==> src/design/cse_pkg.sv <==
// ----------------------------------------------------------------------------
// cse_pkg: shared types and constants for the Chebyshev series evaluator
// Q8.24 value format, register indexes, operation codes and the status
// structs passed between the sequencer and its arithmetic units.
// ----------------------------------------------------------------------------
package cse_pkg;

	localparam int VAL_W     = 32;
	localparam int FRAC_BITS = 24;
	localparam int MAX_TERMS = 16;
	localparam int IDX_W     = $clog2(MAX_TERMS);
	localparam int CFG_IDX_W = 2;
	// 2u - low - high needs two bits of headroom
	localparam int NUM_W     = VAL_W + 2;

	typedef logic signed [VAL_W-1:0] value_t;
	typedef logic signed [NUM_W-1:0] num_t;
	typedef logic [VAL_W-1:0]        den_t;
	typedef logic [IDX_W-1:0]        idx_t;
	typedef logic [CFG_IDX_W-1:0]    cfg_idx_t;

	localparam value_t VAL_MAX = {1'b0, {(VAL_W-1){1'b1}}};
	localparam value_t VAL_MIN = {1'b1, {(VAL_W-1){1'b0}}};

	// reset interval is [0.0, 1.0]
	localparam value_t INTERVAL_LOW_RST  = '0;
	localparam value_t INTERVAL_HIGH_RST = value_t'(1) <<< FRAC_BITS;

	localparam cfg_idx_t CFG_INTERVAL_LOW  = 2'd0;
	localparam cfg_idx_t CFG_INTERVAL_HIGH = 2'd1;
	localparam cfg_idx_t CFG_SERIES_ORDER  = 2'd2;

	localparam logic OP_LOAD = 1'b0;
	localparam logic OP_EVAL = 1'b1;

	typedef struct packed {
		logic   done;
		logic   sat;
		value_t y;
	} div_res_t;

	typedef struct packed {
		logic   done;
		logic   sat;
		value_t value;
	} series_res_t;

endpackage

==> src/design/cse_channels.sv <==
// ----------------------------------------------------------------------------
// cse_channels: valid/ready channels of the Chebyshev series evaluator
// cse_item_if carries one input word, cse_result_if one result word.
// ----------------------------------------------------------------------------
interface cse_item_if;
	import cse_pkg::*;

	logic   valid;
	logic   ready;
	logic   op;
	idx_t   coef_index;
	value_t operand_value;

	modport source (output valid, output op, output coef_index, output operand_value,
		input ready);
	modport sink (input valid, input op, input coef_index, input operand_value,
		output ready);
endinterface

interface cse_result_if;
	import cse_pkg::*;

	logic   valid;
	logic   ready;
	value_t series_value;
	logic   saturated_flag;

	modport source (output valid, output series_value, output saturated_flag,
		input ready);
	modport sink (input valid, input series_value, input saturated_flag,
		output ready);
endinterface

==> src/design/cse_coef_mem.sv <==
// ----------------------------------------------------------------------------
// cse_coef_mem: coefficient table
// One write port, one registered read port. Contents are undefined until
// written.
// ----------------------------------------------------------------------------
module cse_coef_mem (
	input  logic            clk,
	input  logic            we,
	input  cse_pkg::idx_t   waddr,
	input  cse_pkg::value_t wdata,
	input  cse_pkg::idx_t   raddr,
	output cse_pkg::value_t rdata
);
	import cse_pkg::*;

	value_t mem_q [MAX_TERMS];
	value_t rdata_q;

	// write on load words, read every cycle
	always_ff @(posedge clk) begin
		if (we) begin
			mem_q[waddr] <= wdata;
		end
		rdata_q <= mem_q[raddr];
	end

	assign rdata = rdata_q;

endmodule

==> src/design/cse_divider.sv <==
// ----------------------------------------------------------------------------
// cse_divider: iterative restoring divider for the interval mapping
// Computes trunc(num * 2^FRAC_BITS / den) for den > 0, one quotient bit per
// cycle, and saturates the result to the Q8.24 range.
// ----------------------------------------------------------------------------
module cse_divider (
	input  logic              clk,
	input  logic              arst_n,
	input  logic              start,
	input  cse_pkg::num_t     num,
	input  cse_pkg::den_t     den,
	output cse_pkg::div_res_t res
);
	import cse_pkg::*;

	localparam int DIV_STEPS = VAL_W;
	localparam int CNT_W     = $clog2(DIV_STEPS);
	// quotient fits VAL_W bits iff |num| < den * 2^SH
	localparam int SH        = VAL_W - FRAC_BITS;
	localparam int CMP_W     = VAL_W + SH;

	localparam logic [1:0] D_IDLE = 2'd0;
	localparam logic [1:0] D_INIT = 2'd1;
	localparam logic [1:0] D_RUN  = 2'd2;
	localparam logic [1:0] D_FIN  = 2'd3;

	logic [1:0]       state_q;
	logic [CNT_W-1:0] cnt_q;
	logic [NUM_W-1:0] mag_q;
	logic             neg_q;
	den_t             den_q;
	logic             ovf_q;
	logic [VAL_W-1:0] rem_q;
	logic [VAL_W-1:0] quo_q;

	logic [NUM_W-1:0] mag_d;
	logic             ovf_d;
	logic [VAL_W:0]   part;
	logic [VAL_W:0]   diff;
	logic             ge;
	value_t           y_d;
	logic             sat_d;

	// magnitude of the numerator
	assign mag_d = num[NUM_W-1] ? (~num + 1'b1) : num;

	// quotient overflow check
	assign ovf_d = {{(CMP_W-NUM_W){1'b0}}, mag_q} >= {den_q, {SH{1'b0}}};

	// one restoring step: shift in next dividend bit, try subtract
	assign part = {rem_q, quo_q[VAL_W-1]};
	assign diff = part - {1'b0, den_q};
	assign ge   = part >= {1'b0, den_q};

	// apply sign and saturate
	always_comb begin
		y_d   = value_t'(quo_q);
		sat_d = 1'b0;
		if (ovf_q) begin
			y_d   = neg_q ? VAL_MIN : VAL_MAX;
			sat_d = 1'b1;
		end else if (!neg_q) begin
			if (quo_q[VAL_W-1]) begin
				y_d   = VAL_MAX;
				sat_d = 1'b1;
			end
		end else begin
			if (quo_q > VAL_MIN) begin
				y_d   = VAL_MIN;
				sat_d = 1'b1;
			end else begin
				y_d = value_t'(~quo_q + 1'b1);
			end
		end
	end

	// sequencer
	always_ff @(posedge clk or negedge arst_n) begin
		if (!arst_n) begin
			state_q <= D_IDLE;
			cnt_q   <= '0;
		end else begin
			unique case (state_q)
				D_IDLE: begin
					if (start) begin
						state_q <= D_INIT;
					end
				end
				D_INIT: begin
					cnt_q   <= '0;
					state_q <= ovf_d ? D_FIN : D_RUN;
				end
				D_RUN: begin
					cnt_q <= cnt_q + 1'b1;
					if (cnt_q == CNT_W'(DIV_STEPS - 1)) begin
						state_q <= D_FIN;
					end
				end
				D_FIN: begin
					state_q <= D_IDLE;
				end
				default: begin
					state_q <= D_IDLE;
				end
			endcase
		end
	end

	// datapath
	always_ff @(posedge clk) begin
		unique case (state_q)
			D_IDLE: begin
				if (start) begin
					mag_q <= mag_d;
					neg_q <= num[NUM_W-1];
					den_q <= den;
				end
			end
			D_INIT: begin
				ovf_q <= ovf_d;
				rem_q <= VAL_W'(mag_q[NUM_W-1:SH]);
				quo_q <= {mag_q[SH-1:0], {FRAC_BITS{1'b0}}};
			end
			D_RUN: begin
				rem_q <= ge ? diff[VAL_W-1:0] : part[VAL_W-1:0];
				quo_q <= {quo_q[VAL_W-2:0], ge};
			end
			default: begin
			end
		endcase
	end

	assign res.done = (state_q == D_FIN);
	assign res.sat  = sat_d;
	assign res.y    = y_d;

endmodule

==> src/design/cse_clenshaw.sv <==
// ----------------------------------------------------------------------------
// cse_clenshaw: Clenshaw recurrence on one shared multiply-add unit
// Each step: multiply y*d1 in C_MUL, then add the shifted product, -d2 and
// the coefficient with saturation. The last step forms y*d1 - d2 + c0/2.
// ----------------------------------------------------------------------------
module cse_clenshaw (
	input  logic                 clk,
	input  logic                 arst_n,
	input  logic                 start,
	input  cse_pkg::value_t      y,
	input  cse_pkg::idx_t        order,
	output cse_pkg::idx_t        rd_addr,
	input  cse_pkg::value_t      rd_data,
	output cse_pkg::series_res_t res
);
	import cse_pkg::*;

	localparam int PROD_W = 2 * VAL_W;
	// shifted product plus two Q8.24 terms
	localparam int SUM_W  = PROD_W - FRAC_BITS + 3;

	localparam logic [1:0] C_IDLE = 2'd0;
	localparam logic [1:0] C_MUL  = 2'd1;
	localparam logic [1:0] C_ADD  = 2'd2;
	localparam logic [1:0] C_DONE = 2'd3;

	logic [1:0]               state_q;
	value_t                   y_q;
	value_t                   d1_q;
	value_t                   d2_q;
	idx_t                     idx_q;
	logic signed [PROD_W-1:0] prod_q;
	logic                     sat_q;
	value_t                   value_q;

	logic                     last;
	logic signed [SUM_W-1:0]  term_p;
	logic signed [SUM_W-1:0]  term_c;
	logic signed [SUM_W-1:0]  sum;
	logic                     fits;
	value_t                   sum_sat;

	assign last = (idx_q == '0);

	// shared adder: 2*y*d1 - d2 + c[i] on inner steps, y*d1 - d2 + c0/2 on the last
	assign term_p = last ? SUM_W'(prod_q >>> FRAC_BITS) : SUM_W'(prod_q >>> (FRAC_BITS - 1));
	assign term_c = last ? SUM_W'(rd_data >>> 1) : SUM_W'(rd_data);
	assign sum    = term_p - SUM_W'(d2_q) + term_c;

	// saturate to the value range
	assign fits    = (&sum[SUM_W-1:VAL_W-1]) | ~(|sum[SUM_W-1:VAL_W-1]);
	assign sum_sat = fits ? sum[VAL_W-1:0] : (sum[SUM_W-1] ? VAL_MIN : VAL_MAX);

	// step sequencer
	always_ff @(posedge clk or negedge arst_n) begin
		if (!arst_n) begin
			state_q <= C_IDLE;
		end else begin
			unique case (state_q)
				C_IDLE: begin
					if (start) begin
						state_q <= C_MUL;
					end
				end
				C_MUL: begin
					state_q <= C_ADD;
				end
				C_ADD: begin
					state_q <= last ? C_DONE : C_MUL;
				end
				C_DONE: begin
					state_q <= C_IDLE;
				end
				default: begin
					state_q <= C_IDLE;
				end
			endcase
		end
	end

	// recurrence registers
	always_ff @(posedge clk) begin
		unique case (state_q)
			C_IDLE: begin
				if (start) begin
					y_q   <= y;
					d1_q  <= '0;
					d2_q  <= '0;
					idx_q <= order;
					sat_q <= 1'b0;
				end
			end
			C_MUL: begin
				prod_q <= y_q * d1_q;
			end
			C_ADD: begin
				sat_q <= sat_q | ~fits;
				if (last) begin
					value_q <= sum_sat;
				end else begin
					d1_q  <= sum_sat;
					d2_q  <= d1_q;
					idx_q <= idx_q - 1'b1;
				end
			end
			default: begin
			end
		endcase
	end

	assign rd_addr   = idx_q;
	assign res.done  = (state_q == C_DONE);
	assign res.sat   = sat_q;
	assign res.value = value_q;

endmodule

==> src/design/chebyshev_series_evaluator_unit.sv <==
// Load word: written to the coefficient table when taken; the block stays ready.
// Evaluate word: the one-bit-per-cycle divider maps u, its bit steps skipped when
// the quotient overflows; then the Clenshaw recurrence runs down from series_order.
// Empty interval: result 0, flag set. No new word is taken while one evaluates.
// A finished result waits in the output register while new words are taken.
// Reset restores the interval to [0, 1] and order 0; coefficient table is undefined.
// ----------------------------------------------------------------------------
// chebyshev_series_evaluator_unit: Chebyshev series evaluation, Clenshaw form
// Maps u onto [-1, 1] with an iterative divider, then runs the Clenshaw
// recurrence over the coefficient table on a shared multiply-add unit.
// ----------------------------------------------------------------------------
module chebyshev_series_evaluator_unit (
	input  logic              clk,
	input  logic              arst_n,
	cse_item_if.sink          in_ch,
	cse_result_if.source      out_ch,
	input  logic              cfg_we,
	input  cse_pkg::cfg_idx_t cfg_index,
	input  cse_pkg::value_t   cfg_wdata
);
	import cse_pkg::*;

	localparam logic [2:0] S_IDLE   = 3'd0;
	localparam logic [2:0] S_PREP   = 3'd1;
	localparam logic [2:0] S_CHK    = 3'd2;
	localparam logic [2:0] S_DIV    = 3'd3;
	localparam logic [2:0] S_SERIES = 3'd4;
	localparam logic [2:0] S_DONE   = 3'd5;

	logic [2:0]  state_q;
	value_t      low_q;
	value_t      high_q;
	idx_t        order_q;
	value_t      u_q;
	num_t        num_q;
	den_t        den_q;
	logic        empty_q;
	logic        div_sat_q;
	value_t      res_value_q;
	logic        res_sat_q;
	logic        out_valid_q;
	value_t      out_value_q;
	logic        out_flag_q;

	logic        in_acc;
	logic        mem_we;
	logic        div_start;
	logic        series_start;
	logic        out_free;
	idx_t        rd_addr;
	value_t      rd_data;
	div_res_t    div_res;
	series_res_t ser_res;

	assign in_ch.ready  = (state_q == S_IDLE);
	assign in_acc       = in_ch.valid & in_ch.ready;
	assign mem_we       = in_acc & (in_ch.op == OP_LOAD);
	assign div_start    = (state_q == S_CHK) & ~empty_q;
	assign series_start = (state_q == S_DIV) & div_res.done;
	assign out_free     = ~out_valid_q | out_ch.ready;

	// configuration registers
	always_ff @(posedge clk or negedge arst_n) begin
		if (!arst_n) begin
			low_q   <= INTERVAL_LOW_RST;
			high_q  <= INTERVAL_HIGH_RST;
			order_q <= '0;
		end else if (cfg_we) begin
			unique case (cfg_index)
				CFG_INTERVAL_LOW:  low_q   <= cfg_wdata;
				CFG_INTERVAL_HIGH: high_q  <= cfg_wdata;
				CFG_SERIES_ORDER:  order_q <= cfg_wdata[IDX_W-1:0];
				default: begin
				end
			endcase
		end
	end

	// main sequencer
	always_ff @(posedge clk or negedge arst_n) begin
		if (!arst_n) begin
			state_q <= S_IDLE;
		end else begin
			unique case (state_q)
				S_IDLE: begin
					if (in_acc && in_ch.op == OP_EVAL) begin
						state_q <= S_PREP;
					end
				end
				S_PREP: begin
					state_q <= S_CHK;
				end
				S_CHK: begin
					state_q <= empty_q ? S_DONE : S_DIV;
				end
				S_DIV: begin
					if (div_res.done) begin
						state_q <= S_SERIES;
					end
				end
				S_SERIES: begin
					if (ser_res.done) begin
						state_q <= S_DONE;
					end
				end
				S_DONE: begin
					if (out_free) begin
						state_q <= S_IDLE;
					end
				end
				default: begin
					state_q <= S_IDLE;
				end
			endcase
		end
	end

	// hold the result word until the sink takes it
	always_ff @(posedge clk or negedge arst_n) begin
		if (!arst_n) begin
			out_valid_q <= 1'b0;
		end else if (state_q == S_DONE && out_free) begin
			out_valid_q <= 1'b1;
		end else if (out_ch.ready) begin
			out_valid_q <= 1'b0;
		end
	end

	// evaluation datapath
	always_ff @(posedge clk) begin
		if (in_acc) begin
			u_q <= in_ch.operand_value;
		end
		if (state_q == S_PREP) begin
			num_q   <= (num_t'(u_q) <<< 1) - num_t'(low_q) - num_t'(high_q);
			den_q   <= den_t'(high_q - low_q);
			empty_q <= (low_q >= high_q);
		end
		if (state_q == S_CHK && empty_q) begin
			res_value_q <= '0;
			res_sat_q   <= 1'b1;
		end
		if (series_start) begin
			div_sat_q <= div_res.sat;
		end
		if (state_q == S_SERIES && ser_res.done) begin
			res_value_q <= ser_res.value;
			res_sat_q   <= div_sat_q | ser_res.sat;
		end
		if (state_q == S_DONE && out_free) begin
			out_value_q <= res_value_q;
			out_flag_q  <= res_sat_q;
		end
	end

	cse_coef_mem u_coef_mem (
		.clk   (clk),
		.we    (mem_we),
		.waddr (in_ch.coef_index),
		.wdata (in_ch.operand_value),
		.raddr (rd_addr),
		.rdata (rd_data)
	);

	cse_divider u_divider (
		.clk    (clk),
		.arst_n (arst_n),
		.start  (div_start),
		.num    (num_q),
		.den    (den_q),
		.res    (div_res)
	);

	cse_clenshaw u_clenshaw (
		.clk     (clk),
		.arst_n  (arst_n),
		.start   (series_start),
		.y       (div_res.y),
		.order   (order_q),
		.rd_addr (rd_addr),
		.rd_data (rd_data),
		.res     (ser_res)
	);

	assign out_ch.valid          = out_valid_q;
	assign out_ch.series_value   = out_value_q;
	assign out_ch.saturated_flag = out_flag_q;

endmodule
==> src/flat_wrapper.sv <==
// flat-port wrapper written by rule: the top's interface ports become plain ports
module chebyshev_series_evaluator_unit_flat import cse_pkg::*;
  (clk, arst_n, cfg_we, cfg_index, cfg_wdata, in_ch_valid, in_ch_op, in_ch_coef_index, in_ch_operand_value, in_ch_ready, out_ch_valid, out_ch_series_value, out_ch_saturated_flag, out_ch_ready);
  cse_item_if in_ch_i ();
  cse_result_if out_ch_i ();
  input  logic clk;
  input  logic arst_n;
  input  logic cfg_we;
  input  cse_pkg::cfg_idx_t cfg_index;
  input  cse_pkg::value_t cfg_wdata;
  input wire logic [$bits(in_ch_i.valid)-1:0] in_ch_valid;
  input wire logic [$bits(in_ch_i.op)-1:0] in_ch_op;
  input wire logic [$bits(in_ch_i.coef_index)-1:0] in_ch_coef_index;
  input wire logic [$bits(in_ch_i.operand_value)-1:0] in_ch_operand_value;
  output wire logic [$bits(in_ch_i.ready)-1:0] in_ch_ready;
  output wire logic [$bits(out_ch_i.valid)-1:0] out_ch_valid;
  output wire logic [$bits(out_ch_i.series_value)-1:0] out_ch_series_value;
  output wire logic [$bits(out_ch_i.saturated_flag)-1:0] out_ch_saturated_flag;
  input wire logic [$bits(out_ch_i.ready)-1:0] out_ch_ready;
  assign in_ch_i.valid = in_ch_valid;
  assign in_ch_i.op = in_ch_op;
  assign in_ch_i.coef_index = in_ch_coef_index;
  assign in_ch_i.operand_value = in_ch_operand_value;
  assign in_ch_ready = in_ch_i.ready;
  assign out_ch_valid = out_ch_i.valid;
  assign out_ch_series_value = out_ch_i.series_value;
  assign out_ch_saturated_flag = out_ch_i.saturated_flag;
  assign out_ch_i.ready = out_ch_ready;
  chebyshev_series_evaluator_unit u_core (.clk(clk), .arst_n(arst_n), .in_ch(in_ch_i), .out_ch(out_ch_i), .cfg_we(cfg_we), .cfg_index(cfg_index), .cfg_wdata(cfg_wdata));
endmodule
==> config.mk <==
export PLATFORM = sky130hd
export DESIGN_NAME = chebyshev_series_evaluator_unit_flat
export DESIGN_NICKNAME = d
export VERILOG_FILES = /design/src/design/cse_pkg.sv /design/src/design/cse_channels.sv /design/src/design/cse_coef_mem.sv /design/src/design/cse_divider.sv /design/src/design/cse_clenshaw.sv /design/src/design/chebyshev_series_evaluator_unit.sv /design/src/flat_wrapper.sv
export SDC_FILE = /design/constraint.sdc
export NUM_CORES = 2
export LEC_CHECK = 0
export BUFFER_PORTS_ARGS = -buffer_cell sky130_fd_sc_hd__buf_2
export CAP_MARGIN = 20
export CELL_PAD_IN_SITES_DETAIL_PLACEMENT = 1
export CELL_PAD_IN_SITES_GLOBAL_PLACEMENT = 1
export CORE_ASPECT_RATIO = 0.75
export CORE_MARGIN = 10
export CORE_UTILIZATION = 35
export DETAILED_ROUTE_END_ITERATION = 8
export PLACE_DENSITY_LB_ADDON = 0.3
export REMOVE_ABC_BUFFERS = 1
export SLEW_MARGIN = 10
export SYNTH_ARGS = -nofsm -noshare
export SYNTH_HDL_FRONTEND = slang
export SYNTH_SLANG_ARGS = --single-unit
==> constraint.sdc <==
create_clock -name clk -period 11.85 [get_ports clk]
set_input_delay 1.185 -clock clk [delete_from_list [all_inputs] [get_ports clk]]
set_output_delay 1.185 -clock clk [all_outputs]
set_load 0.05 [all_outputs]
==> results.py <==
metrics = {
    "status": {
        "outcome": "complete, no violations",
    },
    "logic_synthesis": {
        "post-synth-top-area-cell": "edfxtp_1",
        "seq_area_frac_synth": 0.371,
        "yosys_register_bits": 1097,
        "synth-edff-count": 984,
        "synthArstFlopShare": 0.0738,
        "avgSynthCellArea_sq_um": 12.0,
        "yosysUniqueCellTypes": 82,
        "synthCells": 7248,
        "synth_top_cell_area_share": 0.341,
        "synthesis.area_sq_um": 86700,
        "synthTopCellsByArea": "edfxtp_1, fa_1, ha_1",
        "synth-warning-count": 0,
        "synth-main-ff-cell": "edfxtp_1",
    },
    "clocking": {
        "cts_sinks": 1097,
        "path_clk_slew_ps": 60,
        "insertion_delay_ps": 770,
        "clockRootBuffer": "clkbuf_16",
        "tritoncts": "done",
        "cts_max_path_buffers": 3,
        "cts-resized-gates": 0,
        "numCtsBuffers": 117,
        "cts_setup_buffers": 0,
        "ctsHoldBuffers": 0,
        "ctsHtreeMaxLevel": 3,
    },
    "setup_path": {
        "reg2reg_to": "u_core.u_clenshaw.prod_q[62]",
        "worst-path-buf-inv": 6,
        "worst-setup-path-type": "reg2reg",
        "slowest_delay_ps": 1030,
        "r2r_slack_ps": 2230,
        "crit_family": "adder cells",
        "rr_startpoint": "u_core.u_clenshaw.d1_q[11]",
        "required_ps": 12370,
        "crit_slowest_cell": "edfxtp_1",
        "worstSetupStartpointType": "flop",
        "worstPathArrival_ps": 10140,
        "reg2regPathDepth": 27,
        "worst-path-stages": 27,
        "path_common_cell": "fa_1",
        "crit_path_end_kind": "flop",
        "critical_path.max_fanout": 18,
    },
    "hold_path": {
        "hp-class": "reg2reg",
        "worstHoldStart": "u_core.res_value_q[21]",
        "holdPathEnd": "u_core.out_ch.series_value[21]",
        "min_path_cells": 0,
    },
    "finish": {
        "multiInputGateArea_sq_um": 49000,
        "layout_commonest_cell": "inv_1",
        "layout_common_cells": "inv_1, fa_1, edfxtp_1",
        "drive_gt1_frac": 0.102,
        "fin_nets": 8888,
        "area_growth_pct": 9.83,
        "nFillCells": 26400,
        "design_area_sq_um": 95300,
        "register_area_sq_um": 32200,
    },
    "detailed_routing": {
        "post_drt_via_cell_ratio": 5.13,
        "wirelength_mm": 257,
        "dr.pass1.iters": 5,
        "drtAntennaViolNets": 0,
        "wl_per_cell_microns": 24.1,
        "drtIter0Drc": 3887,
        "vias": 54600,
        "post-route-drc-count": 0,
    },
    "placed_design": {
        "dpl.hpwl_mm": 192,
        "numPortBuffers": 110,
        "gp_congestion": 0.890,
        "placed_area_sq_um": 91300,
    },
    "job": {
        "cap_violations": 0,
    },
    "die": {
        "io_pins": 111,
        "die_w_microns": 595,
        "die_area_sq_um": 268000,
        "fp.coreArea_sq_um": 247000,
        "start_util": 0.351,
        "rows": 158,
        "fp.dieH_microns": 451,
    },
    "global_route": {
        "grt_pass1_wl_mm": 395,
        "antenna_found_initial": 29,
        "overflow": 0,
        "track_usage": 0.191,
        "grt_max_degree": 100,
        "grt_pass1_vias": 60400,
    },
    "timing": {
        "setup_viol": 0,
        "hold_viol": 0,
        "finalSetupTns_ps": 0,
        "slew_viol_final": 0,
        "skew_ps": 77.9,
        "period_share": 0.812,
        "max_slew_margin": 0.213,
        "clock.fmax_mhz": 104,
        "rsz0062_at_grt": "false",
        "min_period_ps": 9620,
        "worstMarginPinSlew_ps": 1180,
    },
}
flip-flops by register name, summed over array words and instances (netlist names), 34 cells and up:
name                      count
u_core.u_clenshaw.prod_q     41
u_core.num_q                 34
u_core.u_coef_mem.mem_q     512
u_core.u_divider.mag_q       34
how the worst max path moves through the flow:
stage,startpoint,end,slack (ps)
floorplan,u_core.u_clenshaw.rd_addr[0],u_core.u_clenshaw.value_q[10],-2790
global placement,u_core.u_clenshaw.y_q[9],u_core.u_clenshaw.prod_q[62],2170
detailed placement,u_core.u_clenshaw.y_q[31],u_core.u_clenshaw.prod_q[62],2160
CTS,u_core.u_clenshaw.y_q[31],u_core.u_clenshaw.prod_q[62],2140
global route,u_core.u_clenshaw.d1_q[5],u_core.u_clenshaw.prod_q[62],1630
finish,u_core.u_clenshaw.d1_q[11],u_core.u_clenshaw.prod_q[62],2230
kinds of logic (layout without fill, tap and decap cells):
kind of cell,Yosys count,in the layout,share of synthesized area
multiplexers,296,296,0.0589
XOR/XNOR,204,204,0.0206
flip-flops,1097,1097,0.371
AO/OA/AOI/OAI,795,795,0.0572
AND/OR/NAND/NOR,1797,1797,0.104
adder cells (fa/ha/maj),1543,1543,0.323
buffers and inverters,1516,1635,0.0657
other,0,7,0
area by class of cell:
cell class	instances	area share
antenna	7	0.000184
clock buffer	155	0.0335
clock inverter	62	0.00773
inverter	1191	0.0469
multi-input combinational	4635	0.515
sequential	1097	0.338
tap	3280	0.0431
timing repair buffer	227	0.0158
through the flow:
step | setup WS, ps | hold WS, ps | std cells | util
after floorplan | -2790 | 400 | 6923 | -
after global placement | 2170 | 403 | 10400 | 0.369
after detailed placement | 2160 | 406 | 10400 | 0.370
after CTS | 2140 | 394 | 10600 | 0.386
after global routing | 1630 | 427 | 10600 | 0.386
final | 2230 | 416 | 10700 | 0.386
synth_stat cells (all sizes together), types with 13 or more instances:
cell    instances
nor3           48
a31oi          28
inv          1190
dfxtp          32
o21ai         175
xnor2         144
or3            28
a21o          100
nand2b         43
o22ai          15
edfxtp        984
and2          564
a211oi         16
nand4          23
nand2         655
a21oi         251
mux2          114
o21bai         30
xor2           60
mux2i          22
mux4          160
fa           1156
o21a           28
nor2b          34
and3           46
buf            26
nor2          253
o31ai          53
dfrtp          80
nand3          38
clkbuf        298
or4            13
ha            387
layer usage:
metal	track usage	up-vias	share of wire	routed length, microns
li1	-	23800	-	-
met1	0.286	29300	0.48	124000
met2	0.293	1267	0.44	114000
met3	0.0260	295	0.050	12900
met4	0.0464	26	0.024	6300
met5	0	-	0.00058	148
Power is not shown: default switching activity piles up to over one toggle a cycle in this logic, so the estimate is an artifact.
